## config.mk

```make
export PLATFORM = sky130hd
export DESIGN_NAME = modbus_rtu_motor_command_framer
export DESIGN_NICKNAME = d
export VERILOG_FILES = /design/src/design/mbf_pkg.sv /design/src/design/mbf_crc_byte.sv /design/src/design/modbus_rtu_motor_command_framer.sv
export SDC_FILE = /design/constraint.sdc
export NUM_CORES = 1
export LEC_CHECK = 0
export BUFFER_PORTS_ARGS = -buffer_cell sky130_fd_sc_hd__buf_4
export CAP_MARGIN = 20
export CORE_AREA = 3 3 112 87
export DETAILED_ROUTE_END_ITERATION = 10
export DIE_AREA = 0 0 115 90
export PLACE_DENSITY = 0.85
export SYNTH_ARGS = -nofsm -noshare
export SYNTH_HDL_FRONTEND = slang
export SYNTH_SLANG_ARGS = --single-unit
export TNS_END_PERCENT = 30
```

## constraint.sdc

```tcl
create_clock -name clk -period 3.3 [get_ports clk]
set_input_delay 0.165 -clock clk [delete_from_list [all_inputs] [get_ports clk]]
set_output_delay 0.165 -clock clk [all_outputs]
set_load 0.005 [all_outputs]
```

## src/design/mbf_pkg.sv

```systemverilog
`default_nettype none

package mbf_pkg;

  typedef enum logic [2:0] {
    OP_READ_POS   = 3'd0,
    OP_ZERO       = 3'd1,
    OP_STOP       = 3'd2,
    OP_MOVE_POS   = 3'd3,
    OP_MOVE_STEP  = 3'd4,
    OP_READ_STAT  = 3'd5
  } mbf_op_t;

  typedef enum logic {
    ST_IDLE = 1'b0,
    ST_SEND = 1'b1
  } mbf_state_t;

  typedef struct packed {
    logic [2:0]         operation;
    logic [7:0]         device_addr;
    logic signed [31:0] value;
  } mbf_in_t;

  typedef struct packed {
    logic [7:0] frame_byte;
    logic       last_byte;
  } mbf_out_t;

  localparam logic [15:0] CRC_INIT = 16'hFFFF;
  localparam logic [15:0] CRC_POLY = 16'hA001;

  localparam logic [7:0] FUNC_READ_HOLD  = 8'h03;
  localparam logic [7:0] FUNC_WRITE_ONE  = 8'h06;
  localparam logic [7:0] FUNC_WRITE_MANY = 8'h10;

  localparam logic [15:0] REG_POSITION  = 16'd1000;
  localparam logic [15:0] REG_STATUS    = 16'd1004;
  localparam logic [15:0] REG_ZERO      = 16'd2000;
  localparam logic [15:0] REG_STOP      = 16'd2001;
  localparam logic [15:0] REG_TARGET    = 16'd2002;
  localparam logic [15:0] REG_STEP_FWD  = 16'd2004;
  localparam logic [15:0] REG_STEP_BACK = 16'd2006;

  localparam logic [7:0] WRITE_BYTE_COUNT = 8'h04;

  // Body lengths before the two CRC bytes
  localparam logic [3:0] BODY_LEN_SHORT = 4'd6;
  localparam logic [3:0] BODY_LEN_LONG  = 4'd11;

endpackage

`default_nettype wire

```

## src/design/mbf_crc_byte.sv

```systemverilog
`default_nettype none

// CRC-16/Modbus update over one byte, LSB first
module mbf_crc_byte (
  input  wire logic [15:0] crc_in,
  input  wire logic [7:0]  data,
  output logic [15:0]      crc_out
);

  always_comb begin
    logic [15:0] c;
    c = crc_in ^ {8'h00, data};
    for (int b = 0; b < 8; b++) begin
      if (c[0]) begin
        c = (c >> 1) ^ mbf_pkg::CRC_POLY;
      end else begin
        c = c >> 1;
      end
    end
    crc_out = c;
  end

endmodule

`default_nettype wire

```

## src/design/modbus_rtu_motor_command_framer.sv

```systemverilog
`default_nettype none

// Modbus RTU motor command framer.
// Input channel (in_valid / in_stall / in_data): one motor command request
// carrying operation, device address and a signed value. The block raises
// in_stall for the whole time a frame is being sent, and takes the next
// request once the last byte has been loaded into the output register.
// Output channel (out_valid / out_stall / out_data): the frame one byte per
// transfer, CRC-16/Modbus low byte first, last_byte set on the final byte.
// Frames are 8 bytes (reads, zero, stop) or 13 bytes (moves). Unknown
// operation codes are accepted and dropped without any output.
// An accepted request is captured into the payload registers as the sequencer
// enters its send state; its bytes then go out through the output register.
// The byte rate is set by the single byte-wide CRC update unit, which folds in
// one body byte per cycle unless the receiver stalls, as that byte is loaded.
// When the receiver stalls, the output register holds its byte and the
// sequencer waits; nothing is lost or repeated.
// Reset (rst_n low, synchronous) returns the sequencer to idle and empties
// the output register; any frame in progress is abandoned.
module modbus_rtu_motor_command_framer (
  input  wire logic             clk,
  input  wire logic             rst_n,
  input  wire logic             in_valid,
  output logic                  in_stall,
  input  wire mbf_pkg::mbf_in_t in_data,
  output logic                  out_valid,
  input  wire logic             out_stall,
  output mbf_pkg::mbf_out_t     out_data
);

  mbf_pkg::mbf_state_t state_r, state_nxt;

  // Captured frame fields
  logic [7:0]  addr_r;
  logic [7:0]  func_r;
  logic [15:0] reg_r;
  logic [15:0] qty_r;
  logic [31:0] val_r;
  logic [3:0]  body_len_r;

  logic [3:0]  idx_r, idx_nxt;
  logic [15:0] crc_r, crc_nxt;
  logic        out_valid_r, out_valid_nxt;
  mbf_pkg::mbf_out_t out_data_r, out_data_nxt;

  // Decode of the incoming request
  logic        op_ok;
  logic [7:0]  dec_func;
  logic [15:0] dec_reg;
  logic [15:0] dec_qty;
  logic [31:0] dec_val;
  logic [3:0]  dec_len;
  logic [31:0] raw_val;
  logic        accept;

  logic        advance;
  logic [3:0]  last_idx;
  logic [7:0]  body_byte;
  logic [15:0] crc_upd;

  assign raw_val = in_data.value;

  always_comb begin
    op_ok    = 1'b1;
    dec_func = mbf_pkg::FUNC_READ_HOLD;
    dec_reg  = mbf_pkg::REG_POSITION;
    dec_qty  = 16'd2;
    dec_val  = raw_val;
    dec_len  = mbf_pkg::BODY_LEN_SHORT;
    case (in_data.operation)
      mbf_pkg::OP_READ_POS: begin
        dec_func = mbf_pkg::FUNC_READ_HOLD;
        dec_reg  = mbf_pkg::REG_POSITION;
        dec_qty  = 16'd2;
      end
      mbf_pkg::OP_ZERO: begin
        dec_func = mbf_pkg::FUNC_WRITE_ONE;
        dec_reg  = mbf_pkg::REG_ZERO;
        dec_qty  = 16'd0;
      end
      mbf_pkg::OP_STOP: begin
        dec_func = mbf_pkg::FUNC_WRITE_ONE;
        dec_reg  = mbf_pkg::REG_STOP;
        dec_qty  = 16'd0;
      end
      mbf_pkg::OP_MOVE_POS: begin
        dec_func = mbf_pkg::FUNC_WRITE_MANY;
        dec_reg  = mbf_pkg::REG_TARGET;
        dec_qty  = 16'd2;
        dec_len  = mbf_pkg::BODY_LEN_LONG;
      end
      mbf_pkg::OP_MOVE_STEP: begin
        dec_func = mbf_pkg::FUNC_WRITE_MANY;
        dec_qty  = 16'd2;
        dec_len  = mbf_pkg::BODY_LEN_LONG;
        // Negative step: send the magnitude on the reverse register;
        // the most negative value wraps onto itself
        if (raw_val[31]) begin
          dec_reg = mbf_pkg::REG_STEP_BACK;
          dec_val = 32'd0 - raw_val;
        end else begin
          dec_reg = mbf_pkg::REG_STEP_FWD;
        end
      end
      mbf_pkg::OP_READ_STAT: begin
        dec_func = mbf_pkg::FUNC_READ_HOLD;
        dec_reg  = mbf_pkg::REG_STATUS;
        dec_qty  = 16'd1;
      end
      default: begin
        op_ok = 1'b0;
      end
    endcase
  end

  // Body byte selection by position in the frame
  always_comb begin
    case (idx_r)
      4'd0:    body_byte = addr_r;
      4'd1:    body_byte = func_r;
      4'd2:    body_byte = reg_r[15:8];
      4'd3:    body_byte = reg_r[7:0];
      4'd4:    body_byte = qty_r[15:8];
      4'd5:    body_byte = qty_r[7:0];
      4'd6:    body_byte = mbf_pkg::WRITE_BYTE_COUNT;
      4'd7:    body_byte = val_r[31:24];
      4'd8:    body_byte = val_r[23:16];
      4'd9:    body_byte = val_r[15:8];
      4'd10:   body_byte = val_r[7:0];
      default: body_byte = 8'h00;
    endcase
  end

  mbf_crc_byte u_crc (
    .crc_in  (crc_r),
    .data    (body_byte),
    .crc_out (crc_upd)
  );

  assign last_idx = body_len_r + 4'd1;
  assign accept   = (state_r == mbf_pkg::ST_IDLE) && in_valid;
  assign advance  = (state_r == mbf_pkg::ST_SEND) && (!out_valid_r || !out_stall);

  // Next state
  always_comb begin
    state_nxt = state_r;
    case (state_r)
      mbf_pkg::ST_IDLE: begin
        if (in_valid && op_ok) begin
          state_nxt = mbf_pkg::ST_SEND;
        end
      end
      mbf_pkg::ST_SEND: begin
        if (advance && (idx_r == last_idx)) begin
          state_nxt = mbf_pkg::ST_IDLE;
        end
      end
      default: state_nxt = mbf_pkg::ST_IDLE;
    endcase
  end

  // Sequencer outputs: load the output register, fold each body byte into the CRC
  always_comb begin
    idx_nxt       = idx_r;
    crc_nxt       = crc_r;
    out_valid_nxt = out_valid_r && out_stall;
    out_data_nxt  = out_data_r;
    in_stall      = 1'b1;
    case (state_r)
      mbf_pkg::ST_IDLE: begin
        in_stall = 1'b0;
        idx_nxt  = 4'd0;
        crc_nxt  = mbf_pkg::CRC_INIT;
      end
      mbf_pkg::ST_SEND: begin
        if (advance) begin
          out_valid_nxt = 1'b1;
          idx_nxt       = idx_r + 4'd1;
          if (idx_r < body_len_r) begin
            out_data_nxt.frame_byte = body_byte;
            out_data_nxt.last_byte  = 1'b0;
            crc_nxt                 = crc_upd;
          end else if (idx_r == body_len_r) begin
            out_data_nxt.frame_byte = crc_r[7:0];
            out_data_nxt.last_byte  = 1'b0;
          end else begin
            out_data_nxt.frame_byte = crc_r[15:8];
            out_data_nxt.last_byte  = 1'b1;
          end
        end
      end
      default: begin
        in_stall = 1'b1;
      end
    endcase
  end

  always_ff @(posedge clk) begin
    if (!rst_n) begin
      state_r     <= mbf_pkg::ST_IDLE;
      out_valid_r <= 1'b0;
      idx_r       <= 4'd0;
    end else begin
      state_r     <= state_nxt;
      out_valid_r <= out_valid_nxt;
      idx_r       <= idx_nxt;
    end
  end

  // Payload fields capture on acceptance and hold; CRC and output byte update
  always_ff @(posedge clk) begin
    crc_r      <= crc_nxt;
    out_data_r <= out_data_nxt;
    if (accept) begin
      addr_r     <= in_data.device_addr;
      func_r     <= dec_func;
      reg_r      <= dec_reg;
      qty_r      <= dec_qty;
      val_r      <= dec_val;
      body_len_r <= dec_len;
    end
  end

  assign out_valid = out_valid_r;
  assign out_data  = out_data_r;

endmodule

`default_nettype wire

```

==> summary.md <==
| Metric | Value |
|---|---|
| Status | `finished clean` |
| Total power draw | `approximately 0.0030 W` |
| Layout cell share with drive strength beyond 1 | `0.229` |
| Synth warnings | `0` |
| Netlist Area Pre-Place | `between 4000 and 5000 um^2` |
| GRT overflow | `0` |
| Area growth, synth to finish | `19.5%` |
| Reg clk slew, reported paths | `0.07 ns` |
| H-Tree Depth | `3` |
| Clock Sink Count | `84` |
| Highest Signal Layer | `met4` |
| Seq pwr share | `0.455` |
| Worst-path fanout max | `12` |
| Slew HR | `0.476` |
| Die H | `90 um` |
| Number of global-route vias before repair | `around 3.3k` |
| Initial Util | `0.541` |
| Ys flop type | `edfxtp_1` |
| Initial antenna violation count | `0` |
| Hold slack final | `0.0341 ns` |
| Core area | `8560 um^2` |
| Combinational share of power | `0.186` |
| WS Path Type | `reg -> reg` |
| Final antenna-violating net count | `0` |
| Slew Limit Fails | `0` |
| Crit path DAT | `3.19 ns` |
| Setup tns final | `0 ns` |
| Compound-gate portion of the synthesized area | `0.113` |
| DR pass1 iterations | `8` |
| Post-synthesis sequential area ratio | `0.531` |
| Setup ws final | `0.182 ns` |
| Worst-skew pair later-pin latency | `0.35 ns` |
| Mapped Nets | `443` |
| Syn Area/Cell | `12.0 um^2` |
| Average wire per standard cell | `18.6 um` |
| Vias | `3343` |
| Synthesized flop and latch total | `84` |
| Placed insts | `543` |
| PD cells | `540 nW/um^2` |
| Worst slack, placed | `0.209 ns` |
| Placer Congestion | `0.888` |
| Worst hold-check path type | `in -> reg` |
| Crit end category | `flip-flop` |
| R2R Setup Slk | `0.18 ns` |
| Cell Rows | `29` |
| Num CTS Buffers | `9` |
| Worst reg2reg path depth | `9` |
| Fin crit period | `approximately 3.1 ns` |
| Global-route wire length before repair | `between 15 and 20 mm` |
| Max-Cap Viols | `0` |
| R2R Path End | `crc_r[0]$_SDFFCE_PN1P_` |
| Sw Ratio | `0.248` |
| Root Driver | `clkbuf_16` |
| CP Capture Point | `crc_r[0]$_SDFFCE_PN1P_` |
| Met1 Routed Length | `4.77 mm` |
| CTS tree | `yes` |
| Port bufs | `57` |
| Net total in the final layout | `510` |
| Psw | `around 0.00074 W` |
| DRT Wirelength | `10.5 mm` |
| # DRC | `0` |
| CTS Buffer Depth | `2` |
| Fin crit share | `0.945` |
| Synth Area in Simple Gates | `0.131` |
| Mux share of post-synthesis cell area | `0.0305` |
| WL met2 | `4.78 mm` |
| Metal3 WL | `767 um` |
| Clock Power Share | `0.359` |
| Vias per cell | `approximately 6` |
| Largest net degree at the start of global routing | `31` |
| DIE WIDTH | `115 um` |
| Worst-margin pin slew | `0.785 ns` |
| Finished Layout Cells | `567` |
| RSZ-0062 raised after global routing | `false` |
| Adder and majority cell fraction of the synthesized area | `0.0243` |
| Post-synth top area cell | `edfxtp_1` |
| Ys async rst share | `0` |
| HP Start | `in_data[0]` |
| Power Internal | `0.00225 W` |
| Final setup violation count | `0` |
| Setup crit start | `idx_r[1]$_SDFFE_PN0P_` |
| Cell leakage power | `2.06 nW` |
| Floorplan die area | `10400 um^2` |
| Maximum vdd drop | `0.409 mV` |
| Largest family of logic cells by synthesized area | `XOR/XNOR gates` |
| Synth top area cells | `edfxtp_1 51%, xnor2_1 6.2%, xor2_1 3.8%` |
| Number of synthesized flops with an enable pin | `78` |
| Synth unique cells | `between 60 and 70` |
| I/O pin count | `58` |
| Worst endpoint required time | `3.37 ns` |
| Setup Skew | `roughly 0.011 ns` |
| CP startpoint kind | `flip-flop` |
| Fmax | `321 MHz` |
| Fin. Hold Viols | `0` |
| XOR/XNOR Fraction of Synth Area | `0.132` |
| Drt first-iter violations | `378` |
| GRT Util Overall | `0.214` |
| HPWL after DPL | `7.83 mm` |
| Cell count after synthesis | `387` |
| Antenna diodes | `0` |
| Worst R2R Start | `idx_r[1]$_SDFFE_PN0P_` |
| Synth top area share | `0.505` |
## per-layer routing
layer  up-vias  GRT usage
li1       1546          -
met1      1622      0.307
met2       150      0.316
met3        25     0.0570
met4         0     0.0704
met5         -          0
## sequential cells by signal (all words and copies together) (netlist names)
name,count
val_r,32
crc_r,16
out_data,9
addr_r,8
reg_r,5
func_r,4
idx_r,4
body_len_r,2
qty_r,2
out_valid,1
state_r,1
## area by class of cell
type | instances | area (um^2)
clock buffers | 10 | 229
clock inverters | 6 | 87.6
fillers | 660 | 3030
inverters | 15 | 56.3
multi-input cells | 272 | 2010
flip-flops and latches | 84 | 2460
well taps | 108 | 135
repair buffers | 72 | 561
## timing repair
| action | 4_1_cts | 5_1_grt |
|---|---|---|
| hold buffers | 8 | 0 |
| setup endpoints to repair | 0 | 1 |
| hold endpoints to repair | 8 | 0 |
| buffers inserted | 0 | 0 |
| gates resized for setup | 0 | 1 |
## critical path, cell delays in order (launching register included)
cell	delay, ns
dfxtp_1	0.48
inv_1	0.11
ha_1	0.37
a221oi_1	0.38
a311oi_1	0.12
a21oi_2	0.25
xnor3_1	0.40
xnor3_2	0.44
xor3_1	0.23
nand2_1	0.06
## synthesized netlist by cell type, types with 2 or more instances
| master | n |
|---|---|
| a221oi_1 | 2 |
| a21oi_1 | 15 |
| nor3_1 | 3 |
| mux2_2 | 7 |
| buf_6 | 5 |
| edfxtp_1 | 78 |
| a22oi_1 | 7 |
| o41ai_1 | 4 |
| nand2_1 | 38 |
| xnor3_1 | 3 |
| and2_1 | 7 |
| nand3_1 | 6 |
| xor2_1 | 20 |
| o22ai_1 | 2 |
| ha_1 | 9 |
| nor2_1 | 23 |
| and3_1 | 2 |
| a211oi_1 | 2 |
| nand4_1 | 3 |
| buf_2 | 2 |
| o31ai_1 | 7 |
| mux2_1 | 2 |
| nor2b_1 | 4 |
| a32o_1 | 2 |
| or3_1 | 3 |
| o21ai_0 | 20 |
| mux2i_1 | 4 |
| a21boi_0 | 2 |
| o32ai_1 | 2 |
| nor3_2 | 2 |
| xnor2_2 | 2 |
| dfxtp_1 | 6 |
| inv_1 | 14 |
| nand2b_1 | 10 |
| nor4_1 | 3 |
| nand3b_1 | 2 |
| clkbuf_1 | 6 |
| xnor2_1 | 33 |
## cells in the final DEF (no fill, tap or decap), drive strengths merged, types with 4 or more instances in the layout
cell,count
xor2,20
o31ai,7
and2,7
dlygate4sd3,8
dfxtp,6
nand2,38
xnor2,35
mux2,9
a21oi,16
nor4,4
edfxtp,78
xnor3,4
a22oi,7
nand2b,12
nor2b,5
ha,9
clkbuf,10
buf,64
inv,16
o41ai,4
nor2,23
nor3,5
o21ai,20
nand3,6
mux2i,4
## worst min path at each step
stage	endpoint	slack, ns	depth (start not counted)
final	val_r[0]$_DFFE_PP_	0.03	1
after global routing	val_r[0]$_DFFE_PP_	0.03	1
after CTS	val_r[0]$_DFFE_PP_	0.02	1
after detailed placement	addr_r[7]$_DFFE_PP_	0.35	1
after global placement	addr_r[7]$_DFFE_PP_	0.34	1
after floorplan	addr_r[0]$_DFFE_PP_	0.26	0
## cell families (layout without fill, tap and decap cells)
family / Yosys count / in the layout
flops: 84 / 84
buf+inv: 31 / 103
fa+ha+maj: 9 / 9
mux: 13 / 13
simple gates: 116 / 116
compound gates: 74 / 74
xor+xnor: 60 / 60
## power by group through the flow
stage	sequential [W]	combinational [W]	clock, W
final	0.00136	0.000556	0.00107
after floorplan	0.00135	0.000393	0
after global placement	0.00137	0.000518	0
after CTS	0.00136	0.000556	0.00109
after detailed placement	0.00138	0.000537	0
after global routing	0.00137	0.000609	0.00113
## stage by stage
stage	utilization	area, um^2
after floorplan	-	4630
after global placement	0.600	5140
after detailed placement	0.600	5140
after CTS	0.646	5530
after global routing	0.647	5540
final	0.647	5540
Note: power is estimated with default switching activity, not from simulation.
